[config.mk]
export PLATFORM = sky130hd
export DESIGN_NAME = quicksort_lomuto_top
export DESIGN_NICKNAME = d
export VERILOG_FILES = /design/src/rtl/qsl_pkg.sv /design/src/rtl/qsl_ram.sv /design/src/rtl/qsl_useq.sv /design/src/rtl/quicksort_lomuto_top.sv
export SDC_FILE = /design/constraint.sdc
export NUM_CORES = 2
export LEC_CHECK = 0
export ABC_AREA = 1
export BUFFER_PORTS_ARGS = -buffer_cell sky130_fd_sc_hd__buf_2
export CAP_MARGIN = 20
export CELL_PAD_IN_SITES_DETAIL_PLACEMENT = 1
export CELL_PAD_IN_SITES_GLOBAL_PLACEMENT = 1
export CORE_ASPECT_RATIO = 2
export CORE_MARGIN = 4
export CORE_UTILIZATION = 47
export CTS_CLUSTER_DIAMETER = 80
export DETAILED_ROUTE_END_ITERATION = 10
export HOLD_SLACK_MARGIN = 0.02
export PLACE_DENSITY = 0.78
export SYNTH_ARGS = -nofsm -noshare
export SYNTH_HDL_FRONTEND = slang
export SYNTH_HIERARCHICAL = 1
export SYNTH_SLANG_ARGS = --single-unit
[constraint.sdc]
create_clock -name clock -period 6.1 [get_ports clock]
set_input_delay 0.915 -clock clock [delete_from_list [all_inputs] [get_ports clock]]
set_output_delay 0.915 -clock clock [all_outputs]
set_load 0.02 [all_outputs]
[src/rtl/qsl_pkg.sv]
// types, step labels and microcode table of the sorting block
// no dependencies; used by the sequencer and the top level
`timescale 1ns / 1ps

package qsl_pkg;

   localparam int VALUE_W       = 32;
   localparam int RANGE_FIELD_W = 6;
   localparam int RANGE_W       = 2 * RANGE_FIELD_W;
   localparam int PC_W          = 5;

   typedef logic [PC_W-1:0] pc_type;

   // program step labels
   localparam pc_type PC_IDLE  = 5'd0;
   localparam pc_type PC_INIT  = 5'd1;
   localparam pc_type PC_PUSH0 = 5'd2;
   localparam pc_type PC_POP   = 5'd3;
   localparam pc_type PC_LDR   = 5'd4;
   localparam pc_type PC_CHK   = 5'd5;
   localparam pc_type PC_KEY   = 5'd6;
   localparam pc_type PC_RDJ   = 5'd7;
   localparam pc_type PC_LOOP  = 5'd8;
   localparam pc_type PC_CMP   = 5'd9;
   localparam pc_type PC_SW1   = 5'd10;
   localparam pc_type PC_SW2   = 5'd11;
   localparam pc_type PC_NXJ   = 5'd12;
   localparam pc_type PC_FIN   = 5'd13;
   localparam pc_type PC_FIN2  = 5'd14;
   localparam pc_type PC_FIN3  = 5'd15;
   localparam pc_type PC_TR    = 5'd16;
   localparam pc_type PC_PR    = 5'd17;
   localparam pc_type PC_TL    = 5'd18;
   localparam pc_type PC_PL    = 5'd19;
   localparam pc_type PC_EINIT = 5'd20;
   localparam pc_type PC_ERD   = 5'd21;
   localparam pc_type PC_EWAIT = 5'd22;
   localparam pc_type PC_EHOLD = 5'd23;
   localparam pc_type PC_ENXT  = 5'd24;
   localparam pc_type PC_DONE  = 5'd25;

   typedef enum logic [3:0] {
      C_NEVER, C_ALWAYS, C_NOT_ACC_LAST, C_CNT_LT2, C_SP_ZERO, C_SKIP,
      C_J_EQ_HI, C_TMP_GT_KEY, C_NO_RIGHT, C_NO_LEFT, C_OUT_HELD, C_K_NOT_LAST
   } cond_type;

   typedef enum logic [1:0] {RS_HI, RS_J, RS_FILL, RS_K} rsel_type;

   typedef enum logic [2:0] {
      WR_NONE, WR_FILL_TMP, WR_J_TMP2, WR_FILL_KEY, WR_HI_TMP2
   } wr_type;

   typedef enum logic [2:0] {
      SK_NONE, SK_PUSH_ALL, SK_POP, SK_PUSH_RIGHT, SK_PUSH_LEFT
   } stk_type;

   typedef enum logic [3:0] {
      OP_NONE, OP_LD_RANGE, OP_INIT_SCAN, OP_LD_KEY, OP_LD_TMP, OP_LD_TMP2,
      OP_INC_FILL, OP_INC_J, OP_CLR_K, OP_LD_OUT, OP_INC_K, OP_CLR_RUN
   } op_type;

   // one control word
   typedef struct packed {
      cond_type cond;
      pc_type   target;
      logic     ready;
      rsel_type rd;
      wr_type   wr;
      stk_type  stk;
      op_type   op;
   } ctl_type;

   // datapath flags for the jump conditions
   typedef struct packed {
      logic acc_last;
      logic cnt_lt2;
      logic sp_zero;
      logic skip;
      logic j_eq_hi;
      logic tmp_gt_key;
      logic no_right;
      logic no_left;
      logic out_held;
      logic k_not_last;
   } stat_type;

   // microcode rom: next step is target when cond holds, else the following step
   function automatic ctl_type ucode_rom(input pc_type pc);
      ctl_type c;
      c.cond   = C_NEVER;
      c.target = PC_IDLE;
      c.ready  = 1'b0;
      c.rd     = RS_J;
      c.wr     = WR_NONE;
      c.stk    = SK_NONE;
      c.op     = OP_NONE;
      case (pc)
         PC_IDLE: begin
            c.ready = 1'b1; c.cond = C_NOT_ACC_LAST; c.target = PC_IDLE;
         end
         PC_INIT: begin
            c.cond = C_CNT_LT2; c.target = PC_EINIT;
         end
         PC_PUSH0: c.stk = SK_PUSH_ALL;
         PC_POP: begin
            c.stk = SK_POP; c.cond = C_SP_ZERO; c.target = PC_EINIT;
         end
         PC_LDR:  c.op = OP_LD_RANGE;
         PC_CHK: begin
            c.op = OP_INIT_SCAN; c.rd = RS_HI; c.cond = C_SKIP; c.target = PC_POP;
         end
         PC_KEY:  c.op = OP_LD_KEY;
         PC_RDJ:  c.rd = RS_J;
         PC_LOOP: begin
            c.op = OP_LD_TMP; c.rd = RS_FILL; c.cond = C_J_EQ_HI; c.target = PC_FIN;
         end
         PC_CMP: begin
            c.op = OP_LD_TMP2; c.cond = C_TMP_GT_KEY; c.target = PC_NXJ;
         end
         PC_SW1:  c.wr = WR_FILL_TMP;
         PC_SW2: begin
            c.wr = WR_J_TMP2; c.op = OP_INC_FILL;
         end
         PC_NXJ: begin
            c.op = OP_INC_J; c.cond = C_ALWAYS; c.target = PC_RDJ;
         end
         PC_FIN:  c.rd = RS_FILL;
         PC_FIN2: begin
            c.op = OP_LD_TMP2; c.wr = WR_FILL_KEY;
         end
         PC_FIN3: c.wr = WR_HI_TMP2;
         PC_TR: begin
            c.cond = C_NO_RIGHT; c.target = PC_TL;
         end
         PC_PR:   c.stk = SK_PUSH_RIGHT;
         PC_TL: begin
            c.cond = C_NO_LEFT; c.target = PC_POP;
         end
         PC_PL: begin
            c.stk = SK_PUSH_LEFT; c.cond = C_ALWAYS; c.target = PC_POP;
         end
         PC_EINIT: c.op = OP_CLR_K;
         PC_ERD:   c.rd = RS_K;
         PC_EWAIT: c.op = OP_LD_OUT;
         PC_EHOLD: begin
            c.cond = C_OUT_HELD; c.target = PC_EHOLD;
         end
         PC_ENXT: begin
            c.op = OP_INC_K; c.cond = C_K_NOT_LAST; c.target = PC_ERD;
         end
         PC_DONE: begin
            c.op = OP_CLR_RUN; c.cond = C_ALWAYS; c.target = PC_IDLE;
         end
         default: begin
            c.cond = C_ALWAYS; c.target = PC_IDLE;
         end
      endcase
      return c;
   endfunction

endpackage

[src/rtl/qsl_ram.sv]
// generic single-write, single-read ram with registered read data
// no dependencies
`timescale 1ns / 1ps

module qsl_ram #(
   parameter int WIDTH = 32,
   parameter int DEPTH = 64
) (
   input  logic                     clock,
   input  logic                     wr_en,
   input  logic [$clog2(DEPTH)-1:0] wr_addr,
   input  logic [WIDTH-1:0]         wr_data,
   input  logic [$clog2(DEPTH)-1:0] rd_addr,
   output logic [WIDTH-1:0]         rd_data
);

   logic [WIDTH-1:0] mem_ff [DEPTH];
   logic [WIDTH-1:0] rd_data_ff;

   always_ff @(posedge clock) begin
      if (wr_en) begin
         mem_ff[wr_addr] <= wr_data;
      end
      rd_data_ff <= mem_ff[rd_addr];
   end

   assign rd_data = rd_data_ff;

endmodule

[src/rtl/qsl_useq.sv]
// microcode sequencer: step counter, control rom lookup, conditional jumps
// depends on qsl_pkg
`timescale 1ns / 1ps

module qsl_useq
   import qsl_pkg::*;
(
   input  logic     clock,
   input  logic     reset,
   input  stat_type stat,
   output ctl_type  ctl
);

   pc_type pc_ff, pc_in;
   logic   take;

   assign ctl = ucode_rom(pc_ff);

   always_comb begin
      case (ctl.cond)
         C_NEVER:        take = 1'b0;
         C_ALWAYS:       take = 1'b1;
         C_NOT_ACC_LAST: take = ~stat.acc_last;
         C_CNT_LT2:      take = stat.cnt_lt2;
         C_SP_ZERO:      take = stat.sp_zero;
         C_SKIP:         take = stat.skip;
         C_J_EQ_HI:      take = stat.j_eq_hi;
         C_TMP_GT_KEY:   take = stat.tmp_gt_key;
         C_NO_RIGHT:     take = stat.no_right;
         C_NO_LEFT:      take = stat.no_left;
         C_OUT_HELD:     take = stat.out_held;
         C_K_NOT_LAST:   take = stat.k_not_last;
         default:        take = 1'b0;
      endcase
   end

   always_comb begin
      pc_in = take ? ctl.target : pc_ff + 1'b1;
   end

   always_ff @(posedge clock) begin
      if (reset) begin
         pc_ff <= PC_IDLE;
      end else begin
         pc_ff <= pc_in;
      end
   end

endmodule

[src/rtl/quicksort_lomuto_top.sv]
// loading: a run of n values loads at one beat per cycle; sorting then pops each range,
// scans it comparing every value with the key and swapping those not greater, then
// places the key; each result is read from the store and held until rsp accepts it
// throughput: one run at a time; input is taken only while the sequencer is idle
// reset: synchronous, clears count, stack pointer, overflow flag, output valid, step
// counter; memories need no clearing pass
//
// top level of the sorting block: datapath, value store, range stack, sequencer
// depends on qsl_pkg, qsl_ram, qsl_useq
`timescale 1ns / 1ps

module quicksort_lomuto_top
   import qsl_pkg::*;
#(
   parameter int CAPACITY = 64
) (
   input  logic               clock,
   input  logic               reset,
   // input channel
   input  logic               req_tvalid,
   output logic               req_tready,
   input  logic [VALUE_W-1:0] req_tdata,   // [31:0] sample_value
   input  logic               req_tlast,   // last_flag
   // result channel
   output logic               rsp_tvalid,
   input  logic               rsp_tready,
   output logic [VALUE_W-1:0] rsp_tdata,   // [31:0] sorted_value
   output logic               rsp_tlast,   // last_out
   output logic               rsp_tuser    // [0] overflow_flag
);

   localparam int IDX_W = $clog2(CAPACITY);
   localparam int CNT_W = $clog2(CAPACITY + 1);

   ctl_type  ctl;
   stat_type stat;

   // control registers
   logic [CNT_W-1:0] cnt_ff, cnt_in;
   logic [CNT_W-1:0] sp_ff, sp_in;
   logic             ovf_ff, ovf_in;
   logic             out_valid_ff, out_valid_in;

   // scan indices and data holding registers
   logic [IDX_W-1:0]   lo_ff, lo_in, hi_ff, hi_in, j_ff, j_in, fill_ff, fill_in;
   logic [IDX_W-1:0]   k_ff, k_in;
   logic [VALUE_W-1:0] key_ff, key_in, tmp_ff, tmp_in, tmp2_ff, tmp2_in;
   logic [VALUE_W-1:0] out_value_ff, out_value_in;
   logic               out_last_ff, out_last_in, out_ovf_ff, out_ovf_in;

   // memory ports
   logic               st_we;
   logic [IDX_W-1:0]   st_waddr, st_raddr;
   logic [VALUE_W-1:0] st_wdata, st_rdata;
   logic               sk_we;
   logic [RANGE_W-1:0] sk_wdata, sk_rdata;
   logic [IDX_W-1:0]   sk_raddr;

   logic             req_acc, rsp_acc, room;
   logic [CNT_W-1:0] cnt_m1, sp_dec;
   logic             k_is_last;

   assign req_acc    = req_tvalid & req_tready;
   assign rsp_acc    = out_valid_ff & rsp_tready;
   assign room       = cnt_ff != CNT_W'(CAPACITY);
   assign cnt_m1     = cnt_ff - 1'b1;
   assign sp_dec     = sp_ff - 1'b1;
   assign k_is_last  = CNT_W'(k_ff) == cnt_m1;
   assign req_tready = ctl.ready;

   // condition flags for the sequencer
   always_comb begin
      stat.acc_last   = req_acc & req_tlast;
      stat.cnt_lt2    = cnt_ff < CNT_W'(2);
      stat.sp_zero    = sp_ff == '0;
      // a range of one value or none, or a range past the stored run
      stat.skip       = (lo_ff >= hi_ff) || (CNT_W'(hi_ff) >= cnt_ff);
      stat.j_eq_hi    = j_ff == hi_ff;
      stat.tmp_gt_key = $signed(tmp_ff) > $signed(key_ff);
      // right part pushed only if it holds two or more values
      stat.no_right   = !({1'b0, hi_ff} > ({1'b0, fill_ff} + 1'b1));
      stat.no_left    = !({1'b0, fill_ff} > ({1'b0, lo_ff} + 1'b1));
      stat.out_held   = out_valid_ff & ~rsp_tready;
      stat.k_not_last = ~k_is_last;
   end

   qsl_useq u_useq (
      .clock (clock),
      .reset (reset),
      .stat  (stat),
      .ctl   (ctl)
   );

   // value store: loading writes at the value count, swaps write through the microcode
   always_comb begin
      st_we    = 1'b0;
      st_waddr = fill_ff;
      st_wdata = tmp_ff;
      if (req_acc && room) begin
         st_we    = 1'b1;
         st_waddr = cnt_ff[IDX_W-1:0];
         st_wdata = req_tdata;
      end
      case (ctl.wr)
         WR_NONE: begin
         end
         WR_FILL_TMP: begin
            st_we = 1'b1; st_waddr = fill_ff; st_wdata = tmp_ff;
         end
         WR_J_TMP2: begin
            st_we = 1'b1; st_waddr = j_ff; st_wdata = tmp2_ff;
         end
         WR_FILL_KEY: begin
            st_we = 1'b1; st_waddr = fill_ff; st_wdata = key_ff;
         end
         WR_HI_TMP2: begin
            st_we = 1'b1; st_waddr = hi_ff; st_wdata = tmp2_ff;
         end
         default: begin
         end
      endcase
   end

   always_comb begin
      case (ctl.rd)
         RS_HI:   st_raddr = hi_ff;
         RS_J:    st_raddr = j_ff;
         RS_FILL: st_raddr = fill_ff;
         RS_K:    st_raddr = k_ff;
         default: st_raddr = j_ff;
      endcase
   end

   qsl_ram #(
      .WIDTH (VALUE_W),
      .DEPTH (CAPACITY)
   ) u_store (
      .clock   (clock),
      .wr_en   (st_we),
      .wr_addr (st_waddr),
      .wr_data (st_wdata),
      .rd_addr (st_raddr),
      .rd_data (st_rdata)
   );

   // range stack: entries are begin in the upper field, end in the lower field
   always_comb begin
      sk_we    = 1'b0;
      sk_wdata = {RANGE_FIELD_W'(lo_ff), RANGE_FIELD_W'(hi_ff)};
      case (ctl.stk)
         SK_PUSH_ALL: begin
            sk_we = 1'b1; sk_wdata = {RANGE_FIELD_W'(0), RANGE_FIELD_W'(cnt_m1)};
         end
         SK_PUSH_RIGHT: begin
            sk_we    = 1'b1;
            sk_wdata = {RANGE_FIELD_W'(fill_ff + 1'b1), RANGE_FIELD_W'(hi_ff)};
         end
         SK_PUSH_LEFT: begin
            sk_we    = 1'b1;
            sk_wdata = {RANGE_FIELD_W'(lo_ff), RANGE_FIELD_W'(fill_ff - 1'b1)};
         end
         default: begin
         end
      endcase
   end

   // top of stack is read every cycle, so the popped entry shows up at the following step
   assign sk_raddr = sp_dec[IDX_W-1:0];

   qsl_ram #(
      .WIDTH (RANGE_W),
      .DEPTH (CAPACITY)
   ) u_stack (
      .clock   (clock),
      .wr_en   (sk_we),
      .wr_addr (sp_ff[IDX_W-1:0]),
      .wr_data (sk_wdata),
      .rd_addr (sk_raddr),
      .rd_data (sk_rdata)
   );

   // control register next values
   always_comb begin
      cnt_in       = cnt_ff;
      ovf_in       = ovf_ff;
      sp_in        = sp_ff;
      out_valid_in = out_valid_ff;
      if (req_acc) begin
         if (room) begin
            cnt_in = cnt_ff + 1'b1;
         end else begin
            ovf_in = 1'b1;   // store full: value dropped
         end
      end
      case (ctl.stk)
         SK_PUSH_ALL, SK_PUSH_RIGHT, SK_PUSH_LEFT: sp_in = sp_ff + 1'b1;
         SK_POP: begin
            if (sp_ff != '0) begin
               sp_in = sp_dec;
            end
         end
         default: begin
         end
      endcase
      if (rsp_acc) begin
         out_valid_in = 1'b0;
      end
      case (ctl.op)
         OP_LD_OUT: out_valid_in = 1'b1;
         OP_CLR_RUN: begin
            cnt_in = '0;
            sp_in  = '0;
            ovf_in = 1'b0;
         end
         default: begin
         end
      endcase
   end

   // datapath register next values
   always_comb begin
      lo_in        = lo_ff;
      hi_in        = hi_ff;
      j_in         = j_ff;
      fill_in      = fill_ff;
      k_in         = k_ff;
      key_in       = key_ff;
      tmp_in       = tmp_ff;
      tmp2_in      = tmp2_ff;
      out_value_in = out_value_ff;
      out_last_in  = out_last_ff;
      out_ovf_in   = out_ovf_ff;
      case (ctl.op)
         OP_LD_RANGE: begin
            lo_in = IDX_W'(sk_rdata[RANGE_W-1:RANGE_FIELD_W]);
            hi_in = IDX_W'(sk_rdata[RANGE_FIELD_W-1:0]);
         end
         OP_INIT_SCAN: begin
            j_in    = lo_ff;
            fill_in = lo_ff;
         end
         OP_LD_KEY:   key_in  = st_rdata;
         OP_LD_TMP:   tmp_in  = st_rdata;
         OP_LD_TMP2:  tmp2_in = st_rdata;
         OP_INC_FILL: fill_in = fill_ff + 1'b1;
         OP_INC_J:    j_in    = j_ff + 1'b1;
         OP_CLR_K:    k_in    = '0;
         OP_INC_K:    k_in    = k_ff + 1'b1;
         OP_LD_OUT: begin
            out_value_in = st_rdata;
            out_last_in  = k_is_last;
            out_ovf_in   = ovf_ff;
         end
         default: begin
         end
      endcase
   end

   always_ff @(posedge clock) begin
      if (reset) begin
         cnt_ff       <= '0;
         sp_ff        <= '0;
         ovf_ff       <= 1'b0;
         out_valid_ff <= 1'b0;
      end else begin
         cnt_ff       <= cnt_in;
         sp_ff        <= sp_in;
         ovf_ff       <= ovf_in;
         out_valid_ff <= out_valid_in;
      end
   end

   always_ff @(posedge clock) begin
      lo_ff        <= lo_in;
      hi_ff        <= hi_in;
      j_ff         <= j_in;
      fill_ff      <= fill_in;
      k_ff         <= k_in;
      key_ff       <= key_in;
      tmp_ff       <= tmp_in;
      tmp2_ff      <= tmp2_in;
      out_value_ff <= out_value_in;
      out_last_ff  <= out_last_in;
      out_ovf_ff   <= out_ovf_in;
   end

   // result beat register
   assign rsp_tvalid = out_valid_ff;
   assign rsp_tdata  = out_value_ff;
   assign rsp_tlast  = out_last_ff;
   assign rsp_tuser  = out_ovf_ff;

endmodule

==> key figures <==
Run status
  – Run status: complete, no violations

Pwr
  – P per Cell Area: around 600 nW/um^2
  – Sequential power share: around a third
  – Clock Power Share: between 20% and 30%
  – Switching Fraction: a little under half
  – Sw Pwr: 38.51 mW
  – Gate power share: approximately 46%
  – Design internal power: approximately 45 mW
  – Leak: about 50 nW
  – VDD IR-drop max: between 0.5 and 0.6 mV

Layout
  – Nets: 10.81k
  – Share of cells above drive strength 1: 8.842%
  – Area Growth Syn to Fin: 11.73%
  – Finished Layout Cells: between 10k and 15k
  – Filler instances: 27.23k

STA
  – Count of final max-slew check failures: 0
  – RSZ-0062 raised after global routing: no
  – Hold Fails Final Rpt: 0
  – Slew HR: roughly a fifth
  – Worst Skew: about 74 ps
  – Final setup violation count: 0
  – Final setup TNS: 0 ps
  – Slew @ Worst Pin: ~1200 ps
  – Max Fclk: between 150 and 200 MHz
  – Post-layout min period: roughly 5600 ps
  – Fin crit share: around 90%

Detailed routing
  – Via-to-Cell Ratio: just over 6
  – Routed wire per std cell: just over 30 um
  – DR vias: about 89k
  – Drt drc: 0
  – DR pass1 iterations: 7
  – DRT Wirelength: around 440 mm
  – Final antenna-violating net count: 0
  – DR iter-0 viols: slightly below 10k

Clocking
  – CTS Buffer Depth: 4
  – CTS tree: done
  – Total clock sinks: roughly 3.0k
  – Post-CTS Setup Bufs: 0
  – # hold bufs at CTS: 0
  – Gates resized, CTS repair: 0
  – Root buf cell: clkbuf_16
  – Inserted Clock Buffers: about 270
  – # H-tree levels: 5
  – Reg clk slew, reported paths: around 70 ps
  – Worst skew pair latency: between 800 and 900 ps

Yosys
  – Syn_area_per_cell: roughly 12 um^2
  – Synth Warn #: 6
  – Post-synthesis net count: ~11k
  – Mapped cell area: about 130,000 um^2
  – Gate count after technology mapping: between 10k and 15k

Floorplanning
  – Die width: 372.9 um
  – Die area: ~280,000 um^2
  – IO Count: 73
  – Core Region: 264,600 um^2
  – Row count: between 200 and 300
  – Die Ht: roughly 740 um
  – Starting Density: between 40% and 50%

Global route
  – Vias in the first global route: approximately 96k
  – GRT Residual Overflow: 0
  – GRT Total Usage: between 30% and 40%
  – Largest net degree at the start of global routing: ~180
  – Initial antenna violation count: 21
  – First-pass GRT wire length: approximately 640 mm

Hold path
  – Hold Path Class: in -> reg
  – Hold_sp: reset
  – WHS Endpoint: rsp_tvalid
  – Worst Hold Depth: 2

Place
  – Placed Instances: about 14k
  – RD Place Congestion: 0.9451
  – Dpl hpwl: around 280 mm
  – PortBufs: 72

Critical path
  – Crit. End Element: register
  – Max FO, Critical Path: 54
  – Crit path kind: reg -> reg
  – RR Startpoint: u_useq/pc_ff[0]
  – Worst Setup Start Kind: register
  – Worst EP arrival: roughly 6400 ps
  – FF-to-FF path depth: 17
  – Reg2reg end: u_store/rd_data[21]
  – Flop-to-flop setup slack: approximately 520 ps
  – Crit path required time: approximately 6900 ps

Run
  – Max Cap Viol: 0
[sequential cells by signal, summed over array words and instances (netlist names)]
| name | cells |
|---|---|
| u_stack/mem_ff | 768 |
| ovf_ff | 1 |
| hi_ff | 6 |
| k_ff | 6 |
| lo_ff | 6 |
| tmp_ff | 32 |
| u_useq/pc_ff | 5 |
| rsp_tuser | 1 |
| fill_ff | 6 |
| rsp_tlast | 1 |
| u_store/rd_data | 32 |
| u_stack/rd_data | 12 |
| key_ff | 32 |
| cnt_ff | 7 |
| rsp_tvalid | 1 |
| rsp_tdata | 32 |
| u_store/mem_ff | 2048 |
| sp_ff | 7 |
| j_ff | 6 |
| tmp2_ff | 32 |
[area by class of cell]
class | count | area (um^2) | area share [%]
well taps | 3497 | 4375 | 3.129
clock buffers | 329 | 7367 | 5.268
diodes | 13 | 32.53 | 0.02326
flip-flops and latches | 3041 | 90670 | 64.84
repair buffers | 417 | 4096 | 2.929
inverters | 184 | 757.0 | 0.5413
clock inverters | 147 | 1350 | 0.9655
multi-input cells | 6785 | 31190 | 22.30
[critical path: stages (launching register included)]
cell,delay (ps)
dfxtp_1,350
inv_1,90
ha_1,190
inv_1,70
nor2_1,150
nand2_1,170
o211ai_1,220
nand2_1,470
o2111ai_4,760
buf_12,350
buf_4,640
nand3_1,160
nand3_1,120
nand3_1,210
nand3_1,950
nand2_1,210
nand2_1,110
nand2_1,50
[routing by layer]
| layer | wire (um) | GRT usage [%] | vias up |
|---|---|---|---|
| met3 | 29070 | 4.622 | 1582 |
| met2 | 225100 | 55.47 | 4426 |
| li1 | - | - | 37670 |
| met5 | 54 | 0 | - |
| met1 | 136800 | 31.62 | 45080 |
| met4 | 51620 | 30.63 | 8 |
[layout by cell type, fill, tap and decap left out, types with 8 or more instances in the layout]
| cell | count |
|---|---|
| clkbuf_1 | 37 |
| inv_2 | 12 |
| nor2_1 | 221 |
| o21ai_0 | 46 |
| ha_1 | 72 |
| a21oi_1 | 44 |
| o21ai_1 | 33 |
| edfxtp_1 | 2976 |
| inv_6 | 10 |
| nand2_1 | 3489 |
| nor4_2 | 12 |
| nor2_4 | 64 |
| clkinv_2 | 55 |
| bufinv_16 | 22 |
| buf_4 | 254 |
| diode_2 | 13 |
| clkinv_1 | 42 |
| clkinvlp_4 | 11 |
| nor2_2 | 8 |
| dfxtp_1 | 65 |
| nor3_1 | 9 |
| buf_12 | 90 |
| xor2_1 | 23 |
| nand4_1 | 68 |
| buf_2 | 72 |
| clkbuf_16 | 285 |
| nand3_1 | 2604 |
| inv_1 | 163 |
[worst max path at each step]
stage | cells past startpoint | to | slack (ps) | from
5_1_grt | 17 | u_store/rd_data[21] | 370 | u_useq/pc_ff[0]
3_5_place_dp | 18 | u_store/rd_data[15] | 870 | u_useq/pc_ff[0]
3_3_place_gp | 17 | u_store/rd_data[15] | 940 | u_useq/pc_ff[0]
4_1_cts | 17 | u_store/rd_data[15] | 710 | u_useq/pc_ff[0]
6_report | 17 | u_store/rd_data[21] | 520 | u_useq/pc_ff[0]
2_1_floorplan | 14 | u_store/mem_ff[48][0] | 110 | u_useq/pc_ff[0]
[power by group through the flow]
stage / clock [mW] / combinational (mW) / sequential, mW
floorplan: 0 / 20.4 / 28.1
global placement: 0 / 34.9 / 28.6
detailed placement: 0 / 36.7 / 28.5
CTS: 17.5 / 37.2 / 28.0
global route: 18.4 / 39.9 / 28.0
finish: 17.4 / 38.1 / 28.1
[metrics by stage]
stage	worst slack (ps)	power [mW]	util (%)	hold slack [ps]	cell area, um^2
2_1_floorplan	114.8	48.52	-	385.5	125200
3_3_place_gp	938.8	63.47	49.33	394.5	130500
3_5_place_dp	869.8	65.15	49.42	399.0	130800
4_1_cts	706.1	82.75	52.71	304.3	139500
5_1_grt	366.0	86.36	52.84	345.7	139800
6_report	523.4	83.56	52.85	354.7	139800
Power figures use the tool's default switching activity.
